## src/rtl/core/usb_ep0_pkg.sv

```systemverilog
// package: types, codes and descriptor lengths for the ep0 standard request handler
`timescale 1ns / 1ps
`default_nettype none

package usb_ep0_pkg;

    // item kinds on the input channel
    typedef enum logic [1:0] {
        FUNC_SETUP     = 2'd0,
        FUNC_BUS_RESET = 2'd1,
        FUNC_EMPTY     = 2'd2
    } t_func;

    // result actions
    typedef enum logic [2:0] {
        ACT_NONE       = 3'd0,
        ACT_SEND       = 3'd1,
        ACT_ACK        = 3'd2,
        ACT_IGNORE     = 3'd3,
        ACT_ACK_IGNORE = 3'd4
    } t_action;

    // device state
    typedef enum logic [1:0] {
        ST_INITIAL      = 2'd0,
        ST_UNCONFIGURED = 2'd1,
        ST_CONFIGURED   = 2'd2
    } t_dev_state;

    // descriptor selection
    typedef enum logic [2:0] {
        DESC_DEVICE    = 3'd0,
        DESC_CONFIG    = 3'd1,
        DESC_LANGID    = 3'd2,
        DESC_MAKER     = 3'd3,
        DESC_PRODUCT   = 3'd4,
        DESC_SERIAL    = 3'd5,
        DESC_INTERFACE = 3'd6,
        DESC_CFG_VALUE = 3'd7
    } t_desc_sel;

    // standard request codes
    localparam logic [7:0] REQ_SET_ADDRESS    = 8'd5;
    localparam logic [7:0] REQ_GET_DESCRIPTOR = 8'd6;
    localparam logic [7:0] REQ_GET_CONFIG     = 8'd8;
    localparam logic [7:0] REQ_SET_CONFIG     = 8'd9;

    // descriptor type codes in the wValue high byte
    localparam logic [7:0] DTYPE_DEVICE = 8'd1;
    localparam logic [7:0] DTYPE_CONFIG = 8'd2;
    localparam logic [7:0] DTYPE_STRING = 8'd3;

    // string indexes
    localparam logic [7:0] STR_LANGID    = 8'd0;
    localparam logic [7:0] STR_MAKER     = 8'd1;
    localparam logic [7:0] STR_PRODUCT   = 8'd2;
    localparam logic [7:0] STR_SERIAL    = 8'd3;
    localparam logic [7:0] STR_INTERFACE = 8'd5;

    // address limits and lengths
    localparam int          ADDR_W         = 7;
    localparam logic [15:0] ADDR_LIMIT     = 16'd255;
    localparam logic [15:0] CONFIG_SET_LEN = 16'h0020;

    // input item
    typedef struct packed {
        logic [1:0]  func;
        logic [7:0]  request_type;
        logic [7:0]  request_code;
        logic [7:0]  value_low;
        logic [7:0]  value_high;
        logic [15:0] request_index;
        logic [15:0] request_length;
    } t_req;

    // result item
    typedef struct packed {
        t_action           action;
        t_desc_sel         descriptor_select;
        logic [15:0]       send_length;
        logic [ADDR_W-1:0] device_address;
        t_dev_state        device_state;
        logic              data_endpoint_enabled;
    } t_rsp;

    // byte length of each descriptor
    function automatic logic [15:0] desc_len(input t_desc_sel sel);
        logic [15:0] len;
        case (sel)
            DESC_DEVICE:    len = 16'd18;
            DESC_CONFIG:    len = CONFIG_SET_LEN;
            DESC_LANGID:    len = 16'd4;
            DESC_MAKER:     len = 16'd18;
            DESC_PRODUCT:   len = 16'd36;
            DESC_SERIAL:    len = 16'd18;
            DESC_INTERFACE: len = 16'd30;
            DESC_CFG_VALUE: len = 16'd1;
            default:        len = 16'd0;
        endcase
        return len;
    endfunction

endpackage

`default_nettype wire

```

## src/rtl/core/usb_ep0_in_reg.sv

```systemverilog
// input register stage: holds one request until the execute step takes it
`timescale 1ns / 1ps
`default_nettype none

module usb_ep0_in_reg (
    input  wire logic              i_clk,
    input  wire logic              i_rst_n,
    input  wire logic              i_valid,
    input  wire usb_ep0_pkg::t_req i_req,
    input  wire logic              i_advance,
    output logic                   o_stall,
    output logic                   o_valid,
    output usb_ep0_pkg::t_req      o_req
);

    logic              r_valid;
    usb_ep0_pkg::t_req r_req;
    logic              w_load;

    // stage can take a transfer when empty or when its item moves on
    assign w_load  = !r_valid || i_advance;
    assign o_stall = !w_load;

    // valid flag
    always_ff @(posedge i_clk) begin
        if (!i_rst_n) begin
            r_valid <= 1'b0;
        end else if (w_load) begin
            r_valid <= i_valid;
        end
    end

    // payload
    always_ff @(posedge i_clk) begin
        if (w_load && i_valid) begin
            r_req <= i_req;
        end
    end

    assign o_valid = r_valid;
    assign o_req   = r_req;

endmodule

`default_nettype wire

```

## src/rtl/core/usb_ep0_exec.sv

```systemverilog
// request decode and device state registers
`timescale 1ns / 1ps
`default_nettype none

module usb_ep0_exec (
    input  wire logic              i_clk,
    input  wire logic              i_rst_n,
    input  wire logic              i_fire,
    input  wire usb_ep0_pkg::t_req i_req,
    output usb_ep0_pkg::t_rsp      o_rsp
);

    usb_ep0_pkg::t_dev_state                r_state, n_state;
    logic [usb_ep0_pkg::ADDR_W-1:0]         r_addr, n_addr;
    logic                                   r_ep_en, n_ep_en;

    usb_ep0_pkg::t_action   w_action;
    usb_ep0_pkg::t_desc_sel w_sel;
    logic [15:0]            w_len;
    logic                   w_desc_ok;
    usb_ep0_pkg::t_desc_sel w_desc_sel;
    logic [15:0]            w_addr16;
    logic [15:0]            w_dlen;

    // state registers, updated as each item is retired
    always_ff @(posedge i_clk) begin
        if (!i_rst_n) begin
            r_state <= usb_ep0_pkg::ST_INITIAL;
            r_addr  <= '0;
            r_ep_en <= 1'b0;
        end else if (i_fire) begin
            r_state <= n_state;
            r_addr  <= n_addr;
            r_ep_en <= n_ep_en;
        end
    end

    // descriptor lookup from type and index
    always_comb begin
        w_desc_ok  = 1'b0;
        w_desc_sel = usb_ep0_pkg::DESC_DEVICE;
        case (i_req.value_high)
            usb_ep0_pkg::DTYPE_DEVICE: begin
                w_desc_ok  = 1'b1;
                w_desc_sel = usb_ep0_pkg::DESC_DEVICE;
            end
            usb_ep0_pkg::DTYPE_CONFIG: begin
                w_desc_ok  = 1'b1;
                w_desc_sel = usb_ep0_pkg::DESC_CONFIG;
            end
            usb_ep0_pkg::DTYPE_STRING: begin
                w_desc_ok = 1'b1;
                case (i_req.value_low)
                    usb_ep0_pkg::STR_LANGID:    w_desc_sel = usb_ep0_pkg::DESC_LANGID;
                    usb_ep0_pkg::STR_MAKER:     w_desc_sel = usb_ep0_pkg::DESC_MAKER;
                    usb_ep0_pkg::STR_PRODUCT:   w_desc_sel = usb_ep0_pkg::DESC_PRODUCT;
                    usb_ep0_pkg::STR_SERIAL:    w_desc_sel = usb_ep0_pkg::DESC_SERIAL;
                    usb_ep0_pkg::STR_INTERFACE: w_desc_sel = usb_ep0_pkg::DESC_INTERFACE;
                    default:                    w_desc_ok  = 1'b0;
                endcase
            end
            default: begin
                w_desc_ok = 1'b0;
            end
        endcase
    end

    // descriptor length to clamp against the host's request
    assign w_dlen   = usb_ep0_pkg::desc_len(w_desc_sel);
    assign w_addr16 = {i_req.value_high, i_req.value_low};

    // next state and action
    always_comb begin
        n_state  = r_state;
        n_addr   = r_addr;
        n_ep_en  = r_ep_en;
        w_action = usb_ep0_pkg::ACT_NONE;
        w_sel    = usb_ep0_pkg::DESC_DEVICE;
        w_len    = 16'd0;
        case (i_req.func)
            usb_ep0_pkg::FUNC_BUS_RESET: begin
                n_state = usb_ep0_pkg::ST_INITIAL;
                n_addr  = '0;
                n_ep_en = 1'b0;
            end
            usb_ep0_pkg::FUNC_SETUP: begin
                w_action = usb_ep0_pkg::ACT_IGNORE;
                case (i_req.request_code)
                    usb_ep0_pkg::REQ_GET_DESCRIPTOR: begin
                        if (w_desc_ok) begin
                            w_action = usb_ep0_pkg::ACT_SEND;
                            w_sel    = w_desc_sel;
                            w_len    = (w_dlen < i_req.request_length) ?
                                       w_dlen : i_req.request_length;
                        end
                    end
                    usb_ep0_pkg::REQ_SET_ADDRESS: begin
                        if (i_req.request_index == 16'd0 && i_req.request_length == 16'd0 &&
                            w_addr16 < usb_ep0_pkg::ADDR_LIMIT) begin
                            case (r_state)
                                usb_ep0_pkg::ST_INITIAL: begin
                                    w_action = usb_ep0_pkg::ACT_ACK;
                                    if (w_addr16 != 16'd0) begin
                                        n_addr  = w_addr16[usb_ep0_pkg::ADDR_W-1:0];
                                        n_state = usb_ep0_pkg::ST_CONFIGURED;
                                    end
                                end
                                usb_ep0_pkg::ST_UNCONFIGURED: begin
                                    w_action = usb_ep0_pkg::ACT_ACK;
                                    if (w_addr16 != 16'd0) begin
                                        n_addr = w_addr16[usb_ep0_pkg::ADDR_W-1:0];
                                    end else begin
                                        n_addr  = '0;
                                        n_state = usb_ep0_pkg::ST_INITIAL;
                                    end
                                end
                                usb_ep0_pkg::ST_CONFIGURED: begin
                                    if (w_addr16 == 16'd0) begin
                                        w_action = usb_ep0_pkg::ACT_ACK;
                                        n_addr   = '0;
                                        n_state  = usb_ep0_pkg::ST_INITIAL;
                                    end else begin
                                        w_action = usb_ep0_pkg::ACT_ACK_IGNORE;
                                    end
                                end
                                default: begin
                                    w_action = usb_ep0_pkg::ACT_NONE;
                                end
                            endcase
                        end
                    end
                    usb_ep0_pkg::REQ_GET_CONFIG: begin
                        if (r_state == usb_ep0_pkg::ST_CONFIGURED && w_addr16 == 16'd0 &&
                            i_req.request_index == 16'd0 &&
                            i_req.request_length[7:0] == 8'd1) begin
                            w_action = usb_ep0_pkg::ACT_SEND;
                            w_sel    = usb_ep0_pkg::DESC_CFG_VALUE;
                            w_len    = 16'd1;
                        end
                    end
                    usb_ep0_pkg::REQ_SET_CONFIG: begin
                        if (i_req.request_index == 16'd0 && i_req.request_length == 16'd0 &&
                            i_req.request_type == 8'd0 && i_req.value_high == 8'd0) begin
                            if (r_state == usb_ep0_pkg::ST_UNCONFIGURED) begin
                                if (i_req.value_low == 8'd1) begin
                                    n_ep_en  = 1'b1;
                                    n_state  = usb_ep0_pkg::ST_CONFIGURED;
                                    w_action = usb_ep0_pkg::ACT_ACK;
                                end else if (i_req.value_low == 8'd0) begin
                                    w_action = usb_ep0_pkg::ACT_ACK;
                                end
                            end else if (r_state == usb_ep0_pkg::ST_CONFIGURED) begin
                                if (i_req.value_low == 8'd1) begin
                                    w_action = usb_ep0_pkg::ACT_ACK;
                                end else if (i_req.value_low == 8'd0) begin
                                    n_ep_en  = 1'b0;
                                    n_state  = usb_ep0_pkg::ST_UNCONFIGURED;
                                    w_action = usb_ep0_pkg::ACT_ACK;
                                end
                            end
                        end
                    end
                    default: begin
                        w_action = usb_ep0_pkg::ACT_IGNORE;
                    end
                endcase
            end
            default: begin
                // empty packet and unused code: nothing changes
                w_action = usb_ep0_pkg::ACT_NONE;
            end
        endcase
    end

    // result carries the state after this item
    always_comb begin
        o_rsp.action                = w_action;
        o_rsp.descriptor_select     = w_sel;
        o_rsp.send_length           = w_len;
        o_rsp.device_address        = n_addr;
        o_rsp.device_state          = n_state;
        o_rsp.data_endpoint_enabled = n_ep_en;
    end

endmodule

`default_nettype wire

```

## src/rtl/core/usb_ep0_out_reg.sv

```systemverilog
// result register: holds one result until the sink takes the transfer
`timescale 1ns / 1ps
`default_nettype none

module usb_ep0_out_reg (
    input  wire logic              i_clk,
    input  wire logic              i_rst_n,
    input  wire logic              i_valid,
    input  wire usb_ep0_pkg::t_rsp i_rsp,
    input  wire logic              i_stall,
    output logic                   o_ready,
    output logic                   o_valid,
    output usb_ep0_pkg::t_rsp      o_rsp
);

    logic              r_valid;
    usb_ep0_pkg::t_rsp r_rsp;

    // free when empty or when the held result leaves this cycle
    assign o_ready = !r_valid || !i_stall;

    // valid flag
    always_ff @(posedge i_clk) begin
        if (!i_rst_n) begin
            r_valid <= 1'b0;
        end else if (o_ready) begin
            r_valid <= i_valid;
        end
    end

    // payload
    always_ff @(posedge i_clk) begin
        if (o_ready && i_valid) begin
            r_rsp <= i_rsp;
        end
    end

    assign o_valid = r_valid;
    assign o_rsp   = r_rsp;

endmodule

`default_nettype wire

```

## src/rtl/core/usb_ep0_standard_request_handler.sv

```systemverilog
// top level: usb control endpoint zero standard request handler
//
//   channel | direction | handshake               | payload
//   --------+-----------+-------------------------+-------------------------
//   request | in        | i_in_valid / o_in_stall   | i_in_data  (t_req)
//   result  | out       | o_out_valid / i_out_stall | o_out_data (t_rsp)
//
// one item per cycle sustained while the result is not stalled; the item sits in
// the input register while the decode and state update run, then in the result
// register.
// synchronous active-low reset clears the device state, address and endpoint
// enable and empties both registers.
// a stalled result holds; the input stalls only when both registers are full.
`timescale 1ns / 1ps
`default_nettype none

module usb_ep0_standard_request_handler (
    input  wire logic              i_clk,
    input  wire logic              i_rst_n,
    input  wire logic              i_in_valid,
    input  wire usb_ep0_pkg::t_req i_in_data,
    output logic                   o_in_stall,
    output logic                   o_out_valid,
    output usb_ep0_pkg::t_rsp      o_out_data,
    input  wire logic              i_out_stall
);

    logic              w_req_valid;
    usb_ep0_pkg::t_req w_req;
    usb_ep0_pkg::t_rsp w_rsp;
    logic              w_out_ready;
    logic              w_fire;

    // item retires from the input register into the result register
    assign w_fire = w_req_valid && w_out_ready;

    // input register
    usb_ep0_in_reg u_in_reg (
        .i_clk     (i_clk),
        .i_rst_n   (i_rst_n),
        .i_valid   (i_in_valid),
        .i_req     (i_in_data),
        .i_advance (w_out_ready),
        .o_stall   (o_in_stall),
        .o_valid   (w_req_valid),
        .o_req     (w_req)
    );

    // decode and device state
    usb_ep0_exec u_exec (
        .i_clk   (i_clk),
        .i_rst_n (i_rst_n),
        .i_fire  (w_fire),
        .i_req   (w_req),
        .o_rsp   (w_rsp)
    );

    // result register
    usb_ep0_out_reg u_out_reg (
        .i_clk   (i_clk),
        .i_rst_n (i_rst_n),
        .i_valid (w_req_valid),
        .i_rsp   (w_rsp),
        .i_stall (i_out_stall),
        .o_ready (w_out_ready),
        .o_valid (o_out_valid),
        .o_rsp   (o_out_data)
    );

`ifndef NO_ASSERTIONS
    // input only backs up behind a stalled, full result register
    a_stall_cause: assert property (@(posedge i_clk) disable iff (!i_rst_n)
        o_in_stall |-> (o_out_valid && i_out_stall))
        else $error("input stall without a stalled result");

    // descriptor fields are zero unless data is sent
    a_quiet_fields: assert property (@(posedge i_clk) disable iff (!i_rst_n)
        (o_out_valid && o_out_data.action != usb_ep0_pkg::ACT_SEND) |->
        (o_out_data.descriptor_select == usb_ep0_pkg::DESC_DEVICE &&
         o_out_data.send_length == 16'd0))
        else $error("descriptor fields set without send");

    // clamped length never exceeds the longest descriptor
    a_len_bound: assert property (@(posedge i_clk) disable iff (!i_rst_n)
        o_out_valid |-> (o_out_data.send_length <= 16'd36))
        else $error("send length beyond descriptor size");

    // a retired item always lands in the result register next cycle
    a_fire_lands: assert property (@(posedge i_clk) disable iff (!i_rst_n)
        w_fire |=> o_out_valid)
        else $error("retired item lost");
`endif

endmodule

`default_nettype wire

```

## config.mk

```make
export PLATFORM = sky130hd
export DESIGN_NAME = usb_ep0_standard_request_handler
export DESIGN_NICKNAME = d
export VERILOG_FILES = /design/src/rtl/core/usb_ep0_pkg.sv /design/src/rtl/core/usb_ep0_in_reg.sv /design/src/rtl/core/usb_ep0_exec.sv /design/src/rtl/core/usb_ep0_out_reg.sv /design/src/rtl/core/usb_ep0_standard_request_handler.sv
export SDC_FILE = /design/constraint.sdc
export NUM_CORES = 1
export LEC_CHECK = 0
export ABC_AREA = 1
export BUFFER_PORTS_ARGS = -buffer_cell sky130_fd_sc_hd__buf_2
export CORE_AREA = 2 2 130 132
export DETAILED_ROUTE_END_ITERATION = 10
export DIE_AREA = 0 0 132 134
export PLACE_DENSITY = 0.61
export SYNTH_ARGS = -nofsm -noshare
export SYNTH_HDL_FRONTEND = slang
export SYNTH_SLANG_ARGS = --single-unit
```

## constraint.sdc

```tcl
create_clock -name i_clk -period 4 [get_ports i_clk]
set_input_delay 0 -clock i_clk [delete_from_list [all_inputs] [get_ports i_clk]]
set_output_delay 0 -clock i_clk [all_outputs]
set_load 0.005 [all_outputs]
```

## Yosys cells after proc, flatten, opt, wreduce, memory -nomap -nowiden

Memory sizes are Yosys's and may differ from the RTL's.
Index checks and enable logic that the tools add are counted.

| operators by class | value |
|---|---|
| magnitude comparators | 2 |
| multiplexer cells | 50 |
| reductions and logical operators | 27 |
| equal/unequal tests | 15 |

Operators with widths:

| cell | count |
|---|---|
| $logic_not A16 Y1 | 3 |
| $mux W7 | 5 |
| $eq A8 B2 Y1 const B | 4 |
| $mux W16 | 2 |
| $pmux W16 S2 | 1 |
| $eq A8 B1 Y1 const B | 3 |
| $eq A8 B3 Y1 const B | 3 |
| $logic_not A8 Y1 | 3 |
| $mux W2 | 12 |
| $mux W3 | 8 |
| $pmux W7 S3 | 1 |
| $pmux W3 S2 | 3 |
| $eq A8 B4 Y1 const B | 2 |
| $lt A16 B16 Y1 | 1 |
| $lt A16 B8 Y1 const B | 1 |
| $reduce_bool A16 Y1 | 1 |
| $pmux W3 S5 | 1 |
| $pmux W7 S2 | 1 |
| $pmux W3 S4 | 1 |
| $mux W1 | 10 |
| $logic_and A1 B1 Y1 | 9 |
| $pmux W2 S2 | 2 |
| $pmux W2 S3 | 1 |
| $reduce_or A5 Y1 | 1 |
| 7 further kinds | 15 |

| word-level totals | value |
|---|---|
| input port bits | 70 |
| logic and storage cells | 113 |
| memories | 1 |
| bits in read-only memories | 48 |
| flip-flop bits (word level) | 110 |
| output and inout bits | 34 |

Memory list:

| name | words | width | read ports | clocked after memory_dff | wr ports | line | source |
|---|---|---|---|---|---|---|---|
| (no name shown) | 8 | 6 | 1 | 0 | 0 | usb_ep0_pkg.sv:89 | `case (sel)` |

## Depth between registers and ports, before layout

| depth | value |
|---|---|
| depth in word-level cells | 8 |
| gate-level depth with buffers | 21 |

## Modules after synthesis

A second synthesis with hierarchy kept.

| second synthesis, totals | value |
|---|---|
| cells, all modules | 478 |
| area total of the unflattened synthesis | 4967.3 µm² |

Modules (own cells, without submodules):

| module | area an instance (µm²) | cells an instance | times used |
|---|---|---|---|
| usb_ep0_in_reg | 2031.9 | 74 | 1 |
| usb_ep0_exec | 1919.3 | 364 | 1 |
| usb_ep0_out_reg | 1008.5 | 38 | 1 |
| usb_ep0_standard_request_handler | 7.5 | 2 | 1 |

## Worst setup path before layout

Ideal clock, no wire load.

| timing | value |
|---|---|
| path kind | reg2reg |
| start point | reg u_in_reg.r_req (netlist bit u_in_reg.o_req[45]) |
| end point | reg u_out_reg.r_rsp (netlist bit u_out_reg.o_rsp[11]) (data pin) |
| stages on the path, launching flop included | 22 |
| required time | 3.747 ns |
| buffers on the path | 0 |
| slack | 1.224 ns |
| setup time | 0.253 ns |
| arrival time | 2.523 ns |
| path through | edfxtp_1 nor2_1 nand2_1 inv_2 nand2_1 nor2_1 inv_1 a21oi_1 inv_1 ha_1 xor2_1 ha_1 nand2_1 nand2_1 nand2_1 nand2_1 nand2_1 nand2_1 nand2_2 nand2_1 nand2_1 nor2_1 |

| between the ends | value |
|---|---|
| word-level cells in the longest chain between the ends | 8 |
| elaborated cells on any way between the ends | 15 |
| those cells by class | 1 x order compare; 4 x eq/ne; 7 x mux; 2 x reduce/logical; 1 x memory |

Ends and longest elaborated chain:

| element | line | source |
|---|---|---|
| start: declaration | usb_ep0_in_reg.sv:17 | `usb_ep0_pkg::t_req r_req;` |
| start signal: assignment | usb_ep0_in_reg.sv:36 | `r_req <= i_req;` |
| $eq A8 B3 Y1 (tied with other cells) | usb_ep0_exec.sv:53 | `case (i_req.value_low)` |
| $pmux W3 S5 | usb_ep0_exec.sv:53 |  |
| $pmux W3 S2 | usb_ep0_exec.sv:42 | `case (i_req.value_high)` |
| $mem_v2 Z8 W6 | n/a |  |
| $lt A16 B16 Y1 | usb_ep0_exec.sv:93 | `w_len = (w_dlen < i_req.request_length) ?` |
| $mux W16 | usb_ep0_exec.sv:93 |  |
| $mux W16 (*) | usb_ep0_exec.sv:90 | `if (w_desc_ok) begin` |
| $pmux W16 S2 (*) | usb_ep0_exec.sv:88 | `case (i_req.request_code)` |
| end signal: assignment | usb_ep0_out_reg.sv:34 | `r_rsp <= i_rsp;` |
| end: declaration | usb_ep0_out_reg.sv:17 | `usb_ep0_pkg::t_rsp r_rsp;` |

Mark *: on every way between the ends. The rest lies on a longest branch, timed or not.
A chain may end at the register's enable or synchronous reset.

## Worst setup path in the final report

| timing | value |
|---|---|
| start point | reg u_in_reg.r_req (netlist bit u_in_reg.o_req[45]) |
| end point | reg u_out_reg.r_rsp (netlist bit u_out_reg.o_rsp[14]) (data pin) |

Same word-level chain as after synthesis.

==> run summary <==
The residual DRC count is 0. The via count of the first global-routing pass is around 3.8k. The first TritonRoute pass finished after 5 iterations.

In the final layout, the multi-input gates occupy between 1000 and 1500 µm². The clock drives 110 sinks. The I/O pin count came out at ~100. met2 is the most crowded layer. The sequential element share of the synthesized area came out at 0.663. The most common cell after layout, fill and taps aside is sky130_fd_sc_hd__nand2_1. For this design the static power due to leakage is 2.92 nW. The wire length after detailed routing came out at around 11000 µm. TritonCTS built the clock tree.

The worst clock skew on the final layout is around 7.8 ps. The number of resized instances in the post-cts repair step is 0. The cell type with the largest total area after synthesis is sky130_fd_sc_hd__edfxtp_1.

Of the post-synthesis cell area, the dominant cell type holds 0.613. The count of state elements after synthesis came out at 110. The worst setup path is captured at a flop. After clock tree synthesis, the setup repair step added 0 buffers. The initial utilization of the core area, before any placement, comes to 0.295.

The detail route stage leaves a number of antenna-violating nets equal to 0. CTS placed an instance of sky130_fd_sc_hd__clkbuf_16 at the clock tree root. The weighted congestion at the end of routability-driven global placement is between 0.8 and 0.9. Setup repair after global routing left no endpoint under its margin.

The number of failing setup endpoints in the final timing report came out at 0. The worst setup path is launched from a flop. The timing-limited maximum frequency is around 310 MHz. The worst-skew pair later-pin latency is around 360 ps.

For met2 alone, demand over resource in global routing was 0.218. The total negative setup slack came out at 0 ps. After floorplanning, the core was divided into 47 placement rows. The critical path is of the flop to flop type.

The number of inserted diodes came out at 0. Clock-pin slew was measured on the worst setup and hold paths at approximately 70 ps. The initial antenna violation count is 0. The setup slack after layout came out at between 800 and 900 ps. For the worst setup path, the data required time is 4110 ps. The peak supply drop is between 0.15 and 0.2 mV.

The synthesized instance count came out at roughly 460. The arrival time reported for the critical path endpoint came out at ~3300 ps. The clock period could shrink to 3190 ps. The fraction of met1 tracks used by global routing is 0.148. The maximum number of pins on one net before global-route repair is 52.

The deepest level of the CTS H-tree came out at 3. The run finished with clean final reports. The final clock period utilization by the worst path came out at 0.797. The number of hold-slack violations in the final timing report came out at 0. The placeable core area is 16300 µm². The total count of max-transition violations in the final report is 0. The count of input and output buffers came out at around 100.

For this run the aggregate overflow at the end of global routing stands at 0. The number of distinct standard cells referenced by the synthesized netlist came out at 31. In the layout the commonest cells are sky130_fd_sc_hd__nand2_1 (115), sky130_fd_sc_hd__buf_2 (103), sky130_fd_sc_hd__edfxtp_1 (98). The worst setup timing slack at the placement stage came out at ~850 ps. The register area came out at between 3000 and 4000 µm².

The share of post-route cells with drive strength above 1 is 0.207. The area of the die is approximately 18000 µm². The height of the chip is roughly 130 µm. The warning count from the yosys run is 0. The pin slew with the least headroom to its limit is 1050 ps. The total via count in the routed design is between 3k and 4k.

The fill cell total of the finished layout is between 1.5k and 2k. Using the TritonRoute via totals, the vias-per-cell ratio works out to around 4.3. The relative slew slack came out at 0.297.

By area the synthesized netlist is led by sky130_fd_sc_hd__edfxtp_1 (61%), sky130_fd_sc_hd__nand2_1 (9.0%), sky130_fd_sc_hd__nor2_1 (5.2%). The initial DRC count is 163. The routing usage on met3 came out at 0.0340. The number of buffers added by the clock tree synthesis step is 9.

In this run the worst hold path is classified as input pin to flop. The wire length of the first global-routing pass came out at about 18000 µm. The mapped netlist covers about 4800 µm². After legalization and detailed placement, the total HPWL measured between 7000 and 8000 µm. The maximum count of clock buffers along a single path is 2. The final routed wire length divided by cell count came out at about 12 µm.

The worst-path maximum fanout is 10. The tool flagged a number of max-cap violations equal to 0. The total routing usage reported by global routing is 0.127. Relative to the synthesized area, the layout overhead comes to 37.1%. The mean instance size in the synthesized netlist is 10.6 µm². The die outline width came out at around 130 µm.

The power density relative to cell area is 377 nW/µm². In the final design database the tool counted slightly above 700 nets.
cell usage after synthesis (all sizes together):
cell type / instances
o21ai: 18
ha: 9
nand4: 10
nor3: 8
dfxtp: 12
a21boi: 1
a21oi: 13
clkbuf: 3
buf: 2
or2: 1
edfxtp: 98
inv: 60
nor4: 5
nand3: 23
nor2: 69
a31oi: 1
dlygate4sd3: 1
o211ai: 2
nand2: 117
conb: 1
xor2: 1
path summary, 6_finish.rpt:
| check | startpoint | end | slack, ps | cells after the start |
|---|---|---|---|---|
| worst max-delay path | u_in_reg.o_req[45]$_DFFE_PP_ | u_out_reg.o_rsp[14]$_SDFFCE_PN0P_ | 810 | 21 |
| worst min-delay path | i_rst_n | u_out_reg.o_valid$_SDFFE_PN0P_ | 110 | 3 |
| worst max register to register | u_in_reg.o_req[45]$_DFFE_PP_ | u_out_reg.o_rsp[14]$_SDFFCE_PN0P_ | 810 | 21 |
| worst min register to register | u_in_reg.o_valid$_SDFFE_PN0N_ | u_out_reg.o_valid$_SDFFE_PN0P_ | 570 | 2 |
area by class of cell:
type,count,area share
clock buffers,10,0.0348
clock inverters,6,0.0124
inverters,60,0.0342
multi-input cells,288,0.208
flip-flops and latches,110,0.483
well taps,220,0.0418
repair buffers,174,0.185
what timing repair did:
| item | in CTS | in global routing |
|---|---|---|
| hold buffers | 68 | 0 |
| hold endpoints to repair | 68 | 0 |
| endpoints found under the setup margin | 0 | 0 |
worst max-delay path, cell delays in order, from the launching register on:
cell,delay (ps)
sky130_fd_sc_hd__edfxtp_1,410
sky130_fd_sc_hd__nor2_1,160
sky130_fd_sc_hd__nand2_1,80
sky130_fd_sc_hd__inv_2,60
sky130_fd_sc_hd__nand2_1,100
sky130_fd_sc_hd__nor2_1,170
sky130_fd_sc_hd__inv_1,60
sky130_fd_sc_hd__a21oi_1,240
sky130_fd_sc_hd__inv_1,120
sky130_fd_sc_hd__ha_1,300
sky130_fd_sc_hd__xor2_1,270
sky130_fd_sc_hd__ha_1,280
sky130_fd_sc_hd__nand2_1,60
sky130_fd_sc_hd__nand2_1,50
sky130_fd_sc_hd__nand2_1,50
sky130_fd_sc_hd__nand2_1,40
sky130_fd_sc_hd__nand2_1,50
sky130_fd_sc_hd__nand2_1,70
sky130_fd_sc_hd__nand2_2,150
sky130_fd_sc_hd__nand2_1,70
sky130_fd_sc_hd__nand2_1,80
sky130_fd_sc_hd__nor2_1,50
per-layer routing:
layer	vias up	routed length [µm]
met5	-	0
met3	21	601
met2	118	5280
li1	1885	-
met1	1686	4420
met4	0	280
power by group:
part           leakage (nW)  total (mW)  switching [mW]  internal (mW)
sequential             1.06        1.35          0.0306           1.32
clock                 0.150       0.922           0.424          0.498
combinational          1.71       0.209           0.104          0.106
sequential cells by signal, summed over array words and instances, names as in the netlist:
register and flops:
u_out_reg.o_rsp 32, u_out_reg.o_valid 1, u_exec.r_ep_en 1, u_exec.r_addr 7, u_in_reg.o_req 66, u_in_reg.o_valid 1
u_exec.r_state 2
cells by family after synthesis:
logic type	Yosys count	synth area share
AOI/OAI and AO/OA	35	0.0393
and+or+nand+nor	233	0.212
other	1	0.000781
adders and majority gates	9	0.0235
xor gates and xnor gates	1	0.00182
buffers and inverters	66	0.0594
DFF	110	0.663
per-stage QoR:
step                      instance area (µm²)  power [mW]   util  std cells  hold WS (ps)
final                                    6590        2.48  0.404        868           108
after detailed placement                 5590        1.53  0.343        784           178
after global routing                     6590        2.60  0.404        868           136
after floorplan                          4840        1.46      -        464          98.9
after CTS                                6590        2.51  0.404        868          96.6
after global placement                   5590        1.52  0.343        784           177
No activity file was read; power rests on OpenSTA's default activity.
